<file path="src/rtl/ppm_pkg.sv">
// shared types and constants for the pulse period meter
package ppm_pkg;

    localparam int TIME_W  = 32;
    localparam int DEB_W   = 20;
    localparam int TALLY_W = 16;
    localparam int CHAN_W  = 2;

    localparam logic [DEB_W-1:0] DEBOUNCE_RESET = 20'd5000;

    typedef enum logic {
        CMD_EDGE  = 1'b0,
        CMD_QUERY = 1'b1
    } ppm_cmd_t;

    // edge update request into one channel
    typedef struct packed {
        logic              edge_hit;
        logic [TIME_W-1:0] time_us;
    } ppm_chan_req_t;

    // stored state of one channel
    typedef struct packed {
        logic [TIME_W-1:0]  last_edge;
        logic               base_valid;
        logic [TIME_W-1:0]  last_period;
        logic [TALLY_W-1:0] tally;
    } ppm_chan_state_t;

endpackage

</file>
<file path="src/rtl/ppm_channel.sv">
// state and edge update logic for one measurement channel
module ppm_channel
    import ppm_pkg::*;
(
    input  logic                  clk,
    input  logic                  rst_n,
    input  ppm_chan_req_t         req,
    input  logic [DEB_W-1:0]      debounce,
    output ppm_chan_state_t       state
);

    ppm_chan_state_t state_reg;
    ppm_chan_state_t state_next;
    logic [TIME_W-1:0] interval;

    assign interval = req.time_us - state_reg.last_edge;

    always_comb
    begin
        state_next = state_reg;
        if (req.edge_hit)
        begin
            if (!state_reg.base_valid || (req.time_us <= state_reg.last_edge))
            begin
                // no baseline yet or time did not advance: rebase only
                state_next.last_edge  = req.time_us;
                state_next.base_valid = 1'b1;
            end
            else if (interval >= {{(TIME_W-DEB_W){1'b0}}, debounce})
            begin
                state_next.last_period = interval;
                state_next.tally       = state_reg.tally + TALLY_W'(1);
                state_next.last_edge   = req.time_us;
            end
        end
    end

    always_ff @(posedge clk or negedge rst_n)
    begin
        if (!rst_n)
        begin
            state_reg <= '0;
        end
        else
        begin
            state_reg <= state_next;
        end
    end

    assign state = state_reg;

endmodule

</file>
<file path="src/rtl/multi_channel_pulse_period_meter_top.sv">
// top level of the multi-channel pulse period meter
// a query is held in the input register stage, then its result in the result register
// throughput: one request per cycle unless stalled; edges absorbed even when output stalls
// per-channel state is read and rewritten in a single pass, so back-to-back
// requests on the same channel see each other's updates
// reset: asynchronous, clears all channel state, no clearing pass; debounce returns to 5000
module multi_channel_pulse_period_meter_top
    import ppm_pkg::*;
#(
    parameter int CHANNELS = 4
)
(
    input  logic                clk,
    input  logic                rst_n,
    // debounce configuration
    input  logic                cfg_write,
    input  logic [DEB_W-1:0]    cfg_data,
    // request channel
    input  logic                in_valid,
    output logic                in_stall,
    input  logic                command,
    input  logic [CHAN_W-1:0]   channel,
    input  logic [TIME_W-1:0]   time_us,
    // result channel
    output logic                out_valid,
    input  logic                out_stall,
    output logic [TIME_W-1:0]   period_us,
    output logic [TALLY_W-1:0]  valid_pulses
);

    // debounce register
    logic [DEB_W-1:0] debounce_reg;

    always_ff @(posedge clk or negedge rst_n)
    begin
        if (!rst_n)
        begin
            debounce_reg <= DEBOUNCE_RESET;
        end
        else if (cfg_write)
        begin
            debounce_reg <= cfg_data;
        end
    end

    // input register stage
    logic              s1_valid_reg;
    logic              s1_valid_next;
    logic              s1_cmd_reg;
    logic [CHAN_W-1:0] s1_chan_reg;
    logic [TIME_W-1:0] s1_time_reg;

    logic out_valid_reg;
    logic out_valid_next;
    logic [TIME_W-1:0]  period_reg;
    logic [TIME_W-1:0]  period_next;
    logic [TALLY_W-1:0] pulses_reg;
    logic [TALLY_W-1:0] pulses_next;

    logic out_free;
    logic s1_is_query;
    logic s1_process;
    logic in_take;

    // output register can load when empty or being drained
    assign out_free    = !(out_valid_reg && out_stall);
    assign s1_is_query = (s1_cmd_reg == CMD_QUERY);
    // an edge produces no result, so it never waits for the output
    assign s1_process  = s1_valid_reg && (!s1_is_query || out_free);
    assign in_stall    = s1_valid_reg && !s1_process;
    assign in_take     = in_valid && !in_stall;

    always_comb
    begin
        s1_valid_next = s1_valid_reg;
        if (in_take)
        begin
            s1_valid_next = 1'b1;
        end
        else if (s1_process)
        begin
            s1_valid_next = 1'b0;
        end
    end

    always_ff @(posedge clk or negedge rst_n)
    begin
        if (!rst_n)
        begin
            s1_valid_reg <= 1'b0;
        end
        else
        begin
            s1_valid_reg <= s1_valid_next;
        end
    end

    always_ff @(posedge clk)
    begin
        if (in_take)
        begin
            s1_cmd_reg  <= command;
            s1_chan_reg <= channel;
            s1_time_reg <= time_us;
        end
    end

    // channel bank
    ppm_chan_req_t   chan_req   [CHANNELS];
    ppm_chan_state_t chan_state [CHANNELS];

    for (genvar gi = 0; gi < CHANNELS; gi++)
    begin : g_chan
        always_comb
        begin
            chan_req[gi].edge_hit = s1_process && !s1_is_query
                                    && (32'(s1_chan_reg) == gi);
            chan_req[gi].time_us  = s1_time_reg;
        end

        ppm_channel u_channel (
            .clk      (clk),
            .rst_n    (rst_n),
            .req      (chan_req[gi]),
            .debounce (debounce_reg),
            .state    (chan_state[gi])
        );
    end

    // pick the addressed channel; out-of-range channels read as absent
    ppm_chan_state_t sel_state;
    logic            sel_hit;

    always_comb
    begin
        sel_state = '0;
        sel_hit   = 1'b0;
        for (int i = 0; i < CHANNELS; i++)
        begin
            if (32'(s1_chan_reg) == i)
            begin
                sel_state = chan_state[i];
                sel_hit   = 1'b1;
            end
        end
    end

    // staleness: elapsed time against interval plus half, in 33 bits
    logic [TIME_W-1:0] since;
    logic [TIME_W:0]   limit;
    logic              stale;

    assign since = s1_time_reg - sel_state.last_edge;
    assign limit = {1'b0, sel_state.last_period}
                   + {2'b00, sel_state.last_period[TIME_W-1:1]};
    assign stale = ({1'b0, since} > limit);

    always_comb
    begin
        period_next = '0;
        pulses_next = '0;
        if (sel_hit)
        begin
            pulses_next = sel_state.tally;
            if ((sel_state.last_period != '0) && !stale)
            begin
                period_next = sel_state.last_period;
            end
        end
    end

    // result register
    always_comb
    begin
        out_valid_next = out_valid_reg;
        if (out_free)
        begin
            out_valid_next = s1_process && s1_is_query;
        end
    end

    always_ff @(posedge clk or negedge rst_n)
    begin
        if (!rst_n)
        begin
            out_valid_reg <= 1'b0;
        end
        else
        begin
            out_valid_reg <= out_valid_next;
        end
    end

    always_ff @(posedge clk)
    begin
        if (s1_process && s1_is_query)
        begin
            period_reg <= period_next;
            pulses_reg <= pulses_next;
        end
    end

    assign out_valid    = out_valid_reg;
    assign period_us    = period_reg;
    assign valid_pulses = pulses_reg;

endmodule
</file>
<file path="config.mk">
export PLATFORM = sky130hd
export DESIGN_NAME = multi_channel_pulse_period_meter_top
export DESIGN_NICKNAME = d
export VERILOG_FILES = /design/src/rtl/ppm_pkg.sv /design/src/rtl/ppm_channel.sv /design/src/rtl/multi_channel_pulse_period_meter_top.sv
export SDC_FILE = /design/constraint.sdc
export NUM_CORES = 1
export LEC_CHECK = 0
export ABC_AREA = 1
export ABC_CLOCK_PERIOD_IN_PS = 11110
export BUFFER_PORTS_ARGS = -buffer_cell sky130_fd_sc_hd__buf_2
export CORE_AREA = 5 5 253 255
export DETAILED_ROUTE_END_ITERATION = 10
export DIE_AREA = 0 0 258 260
export PLACE_DENSITY = 0.77
export SETUP_SLACK_MARGIN = 0.1
export SLEW_MARGIN = 10
export SYNTH_ARGS = -nofsm -noshare
export SYNTH_HDL_FRONTEND = slang
export SYNTH_HIERARCHICAL = 1
export SYNTH_SLANG_ARGS = --single-unit
export TNS_END_PERCENT = 5
</file>
<file path="constraint.sdc">
create_clock -name clk -period 11.11 [get_ports clk]
set_input_delay 0.5555 -clock clk [delete_from_list [all_inputs] [get_ports clk]]
set_output_delay 0.5555 -clock clk [all_outputs]
set_load 0.01 [all_outputs]
</file>
After elaboration in Yosys (flattened, before gate mapping). Cells that the tools add are included.

Register bits after elaboration: 429. Bits in latches: 0. RAM bits: 0. Memory bits (read-only): 0. Input bits: 60. Output and inout bits: 50. Logic and storage cells: 113. Memories: 0.

Add/subtract/negate cells: 10. $mul: 0. Divide/modulo/power cells: 0. $lt $le $gt $ge: 9. Equality and inequality tests: 3. Shift-type cells: 0. Mux-type cells: 18. Bitwise gates (word level): 4. Reduce and logical (&&, ||, !) cells: 45.

Operators by type and width (number): $mux 81 (4); $mux 32 (8); $sub 32x32->32 (5); $ge 32x20->1 (4); $le 32x32->1 (4); $add 16x1->16 const B (4); $add 32x31->33 (1); $gt 32x33->1 (1); $reduce_bool 32->1 (1); $reduce_and 2->1 (9); $reduce_and 3->1 (4); $logic_and 1x1->1 (11); $reduce_bool 2->1 (5); $logic_not 1->1 (9); $mux 1 (6); $logic_or 1x1->1 (5); $eq 2x2->1 const B (2); $not 1->1 (4); $eq 2x1->1 const B (1); $logic_not 2->1 (1).

Logic depth before layout (Yosys ltp).
Word-level depth: 10. Mapped depth: 37. Depth with buffers taken out: 34.

Hierarchy. Netlist, hierarchy kept.

By module, submodules not included: ppm_channel (g_chan[2].u_channel ...) (times used 2, cells an instance 1024, area an instance 6608.8 um2, sequential area each 2026.9 um2); ppm_channel (g_chan[0].u_channel ...) (times used 2, cells an instance 1020, area an instance 6596.3 um2, sequential area each 2026.9 um2); multi_channel_pulse_period_meter_top (times used 1, cells an instance 1315, area an instance 10168.5 um2, sequential area each 3049.2 um2).

Worst setup path after synthesis. OpenSTA, ideal clock, no wires.

Path type: register -> register. From: register s1_chan_reg[1]. To: register period_reg[12] (netlist: period_us[12]), data pin. Setup time: 0.252 ns. Arrival: 4.108 ns. Required time: 10.858 ns. Setup slack: 6.750 ns. Cell stages (with the launch flop): 33. Buffers on the path: 4. Clock period less this slack: 4.360 ns. Cell sequence: edfxtp_1 buf_2 nand2_1 inv_1 buf_2 buf_2 nand2_1 o21ai_0 ha_1 inv_1 fa_1 nand3_1 nand2_1 a21boi_2 inv_1 a21oi_1 o21ai_0 nand2_1 nand2_1 xor2_1 ha_1 nand4_1 a21oi_1 nor2_1 nand2_1 nand2_1 nand2_1 nand2_1 nand2_1 nand2_2 nand2_4 buf_6 nor2_1.

Cells in the longest elaborated chain, start to end: 10. Elaborated cells on any way between the ends: 19. Those cells by class: add/sub: 2; order compare: 1; eq/ne: 3; mux: 8; reduce/logical: 5.

Ends and longest elaborated chain: start, declared (line multi_channel_pulse_period_meter_top.sv:50) `logic [CHAN_W-1:0] s1_chan_reg;`; start signal, assigned (line multi_channel_pulse_period_meter_top.sv:103) `s1_chan_reg <= channel;`; $logic_not 2->1 (line multi_channel_pulse_period_meter_top.sv:140) `if (32'(s1_chan_reg) == i)`; $mux 81 (4 in series) (line multi_channel_pulse_period_meter_top.sv:140); $sub 32x32->32 or $add 32x31->33 (tied branches) (line multi_channel_pulse_period_meter_top.sv:153, multi_channel_pulse_period_meter_top.sv:155); $gt 32x33->1 (line multi_channel_pulse_period_meter_top.sv:156) `assign stale = ({1'b0, since} > limit);`; $logic_not 1->1 (line multi_channel_pulse_period_meter_top.sv:165) `if ((sel_state.last_period != '0) && !stale)`; $logic_and 1x1->1 (line multi_channel_pulse_period_meter_top.sv:165); $reduce_and 2->1 (no source line); end signal, assigned (line multi_channel_pulse_period_meter_top.sv:198) `period_reg <= period_next;`; end, declared (line multi_channel_pulse_period_meter_top.sv:55) `logic [TIME_W-1:0] period_reg;`.

Parallel ways exist; a longest one is shown, timed or not. A chain may end at the register's enable or synchronous reset.

Final worst setup path.
From: register s1_chan_reg[0]. To: register period_reg[11] (netlist: period_us[11]), data pin.

Same word-level chain as after synthesis.

==> key figures <==
Yosys
  – Syn Area/Cell: 6.77 um2
  – Post-synth cell types: 53
  – Adder-Cell Fraction of Synth Area: 11.4%
  – Yosys top cell area share: 23.3%
  – Post-synth EDFFs: 83
  – Top post-synthesis cells by area: dfrtp_1 (23%), nand2_1 (18%), ha_1 (11%), inv_1 (8.5%), nand3_1 (8.2%)
  – Async SR Flop Fraction: 80.7%
  – Synthesized flop and latch total: 429
  – Cell taking the most area after synthesis: dfrtp_1
  – Post-synthesis mux area share: 0.616%
  – Cell Area, Synth: 0.0366 mm2
  – Xor/xnor cell area share of the yosys netlist: 4.41%
  – Area share of and/or/nand/nor cells after synthesis: 34.2%
  – Syn Nets: 5792
  – Largest family of logic cells by synthesized area: simple AND/OR/NAND/NOR gates
  – Yosys Warn Count: 6
  – Most common library cells after synthesis: nand2_1 (1786), inv_1 (828), nand3_1 (597)
  – Synth Area in Compound Gates: 7.99%
  – Synthesized instance count: 5403
  – Top FF cell, synth: dfrtp_1
  – Top-count cell post-synth: nand2_1
  – Sequential share of the synthesized area: 30.5%

Routing
  – Drt pass-1 iters: 10
  – Residual DRC: 0
  – Drt wl/cell: 22.1 um
  – Vias: 37.0k
  – Routed Wire Length: 139 mm
  – Via/cell ratio: 5.89
  – DRT antenna net count: 0
  – DR iter-0 viols: 4654

Global routing
  – Gr busiest metal: met2
  – M2 GR Usage: 61.1%
  – Gr ovfl total: 0
  – First-pass GRT wire length: 207 mm
  – Met1 Usage GRT: 52.8%
  – Number of global-route vias before repair: 34.2k
  – Largest net degree at the start of global routing: 88
  – Initial antenna violation count: 5
  – M3 GR Usage: 10.0%
  – Gr usage total: 40.2%

Timing
  – Tmin final: 6.16 ns
  – Final worst slack: 4.95 ns
  – Final Hold Fails: 0
  – Clock skew: 0.0222 ns
  – Setup_tns: 0 ns
  – Fin crit share: 55.5%
  – Worst slew margin: 25.8%
  – Hold slack: 0.113 ns
  – RSZ-0062 raised after global routing: no
  – Max Fclk: 0.162 GHz
  – Actual slew at the worst max-slew pin: 1.11 ns
  – Max-slew violation count: 0
  – Final setup fails: 0

Floorplan
  – Top Ports: 110
  – Core area: 0.0614 mm2
  – Die Width: 258 um
  – Initial Util: 59.6%
  – Die ar.: 0.0671 mm2
  – DIE HEIGHT: 260 um
  – Site Rows: 91

Worst setup path
  – Critical path fanouts, max: 56
  – FF-to-FF setup slack: 4.95 ns
  – Critical path class: register to register
  – Crit start category: register
  – Critical Path RT: 11.46 ns
  – Worst r2r src: s1_chan_reg[0]
  – Reg2reg end: period_us[11]
  – R2R depth: 23
  – CP arrival: 6.51 ns
  – Crit. End Element: register

Placement
  – Post-DP Area: 0.0376 mm2
  – Place WS: 5.09 ns
  – HPWL Detailed: 109 mm
  – Gp weighted congestion: 1.07
  – Port bufs: 109

Final layout
  – Layout Cell Area excl Fill: 0.0393 mm2
  – Area grow syn2layout: 7.39%
  – Fin nets: 5838
  – Layout cells sized above 1: 6.32%
  – Largest register FFs: 324
  – Antenna Diode Count: 0
  – Filler cell count: 5768

Clocking
  – Clk pin slew, worst setup/hold paths: 0.06 ns
  – Root Driver: clkbuf_16
  – CTS tree: built
  – Clock Path Buffers: 3
  – CTS Buf Count: 49
  – # clock sinks: 429
  – Cts repair resizes: 0
  – Skew-Pair Late Insertion Delay: 0.62 ns
  – CTS H-tree depth: 2

Min path
  – Hold_sp: command
  – Worst Hold Depth: 1
  – Min-Delay Endpoint: s1_cmd_reg
  – Worst min path class: primary input to register

Power
  – Power Density: 222 mW/mm2
  – VDD IR-drop max: 0.196 mV
  – Leakage power: 21.0 nW

Job
  – Max-cap violations: 0

Status
  – Status: finished clean
-- routing by layer --
metal	part of all wire, %	wire length, um
met2	42	58900
met3	11	15800
met4	6.9	9640
met5	0.030	42
met1	39	54700
-- where the power goes --
part | total, W | internal, W | switching, W
clock | 0.00170 | 0.000981 | 0.000718
sequential | 0.00244 | 0.00201 | 0.000421
combinational | 0.00457 | 0.00147 | 0.00309
-- timing repair --
| action | in CTS | in global routing |
|---|---|---|
| buffers inserted | 0 | 0 |
| endpoints found under the hold margin | 57 | 0 |
| hold buffers | 1 | 0 |
-- through the flow --
| stage | util (%) | total power (W) | cells |
|---|---|---|---|
| detailed placement | 61.3 | 0.00687 | 6186 |
| global route | 64.0 | 0.00925 | 6280 |
| finish | 64.0 | 0.00870 | 6280 |
| CTS | 64.0 | 0.00858 | 6279 |
| global placement | 61.3 | 0.00680 | 6186 |
| floorplan | - | 0.00540 | 5403 |
-- cells in the final DEF (no fill, tap or decap), types with 16 or more instances in the layout --
cell / instances
nand2_1: 1786
inv_1: 827
nand3_1: 595
dfrtp_1: 341
ha_1: 323
nor2_1: 312
a21oi_1: 201
o21ai_0: 124
buf_2: 108
xor2_1: 106
edfxtp_1: 83
xnor2_1: 78
nand4_1: 59
nor3_1: 58
nor2_2: 51
clkbuf_16: 50
a22o_1: 35
buf_4: 31
nand3b_1: 22
nand2_2: 22
a21boi_0: 20
mux2_2: 20
a21o_1: 18
a31oi_1: 16
-- kinds of logic (layout without fill, tap and decap cells) --
logic type / count (synthesis) / after routing
buf+inv: 987 / 1074
mux: 20 / 20
simple gates: 2962 / 2962
xor+xnor: 184 / 184
compound gates: 492 / 492
flops: 429 / 429
fa+ha+maj: 329 / 329
-- worst max-delay path: stages (launching register included) --
cell,delay [ns]
edfxtp_1,0.88
inv_1,0.32
nor2_4,0.14
buf_4,0.62
a22o_1,0.37
a21oi_1,0.15
a21boi_0,0.25
ha_1,0.51
nand2_1,0.13
nor2_1,0.12
inv_1,0.07
nor4_1,0.45
nand4_1,0.24
nand3_1,0.13
nand2_1,0.09
ha_1,0.33
nand2_1,0.13
nor4_1,0.07
nand3_1,0.09
nand3_1,0.08
a21oi_2,0.14
nand2_2,0.08
nand2_4,0.36
nor2_1,0.09
-- cell type report --
type	count	area (um2)	share of cell area (%)
Timing Repair Buffer	142	818	2.08
Tap cell	790	988	2.52
Clock inverter	26	295	0.752
Multi-Input combinational cell	3987	21500	54.8
Clock buffer	66	1360	3.47
Sequential cell	429	11200	28.4
Inverter	840	3150	8.03
-- how the worst max path moves through the flow --
stage                         from             to  slack, ns  cells past startpoint
floorplan           s1_chan_reg[1]  period_us[12]       6.75                     32
global placement    s1_chan_reg[0]  period_us[15]       5.24                     22
detailed placement  s1_chan_reg[0]  period_us[17]       5.09                     22
CTS                 s1_chan_reg[0]  period_us[17]       5.08                     22
global route        s1_chan_reg[0]  period_us[17]       4.36                     22
finish              s1_chan_reg[0]  period_us[11]       4.95                     23
Note: power is estimated with default switching activity, not from simulation.
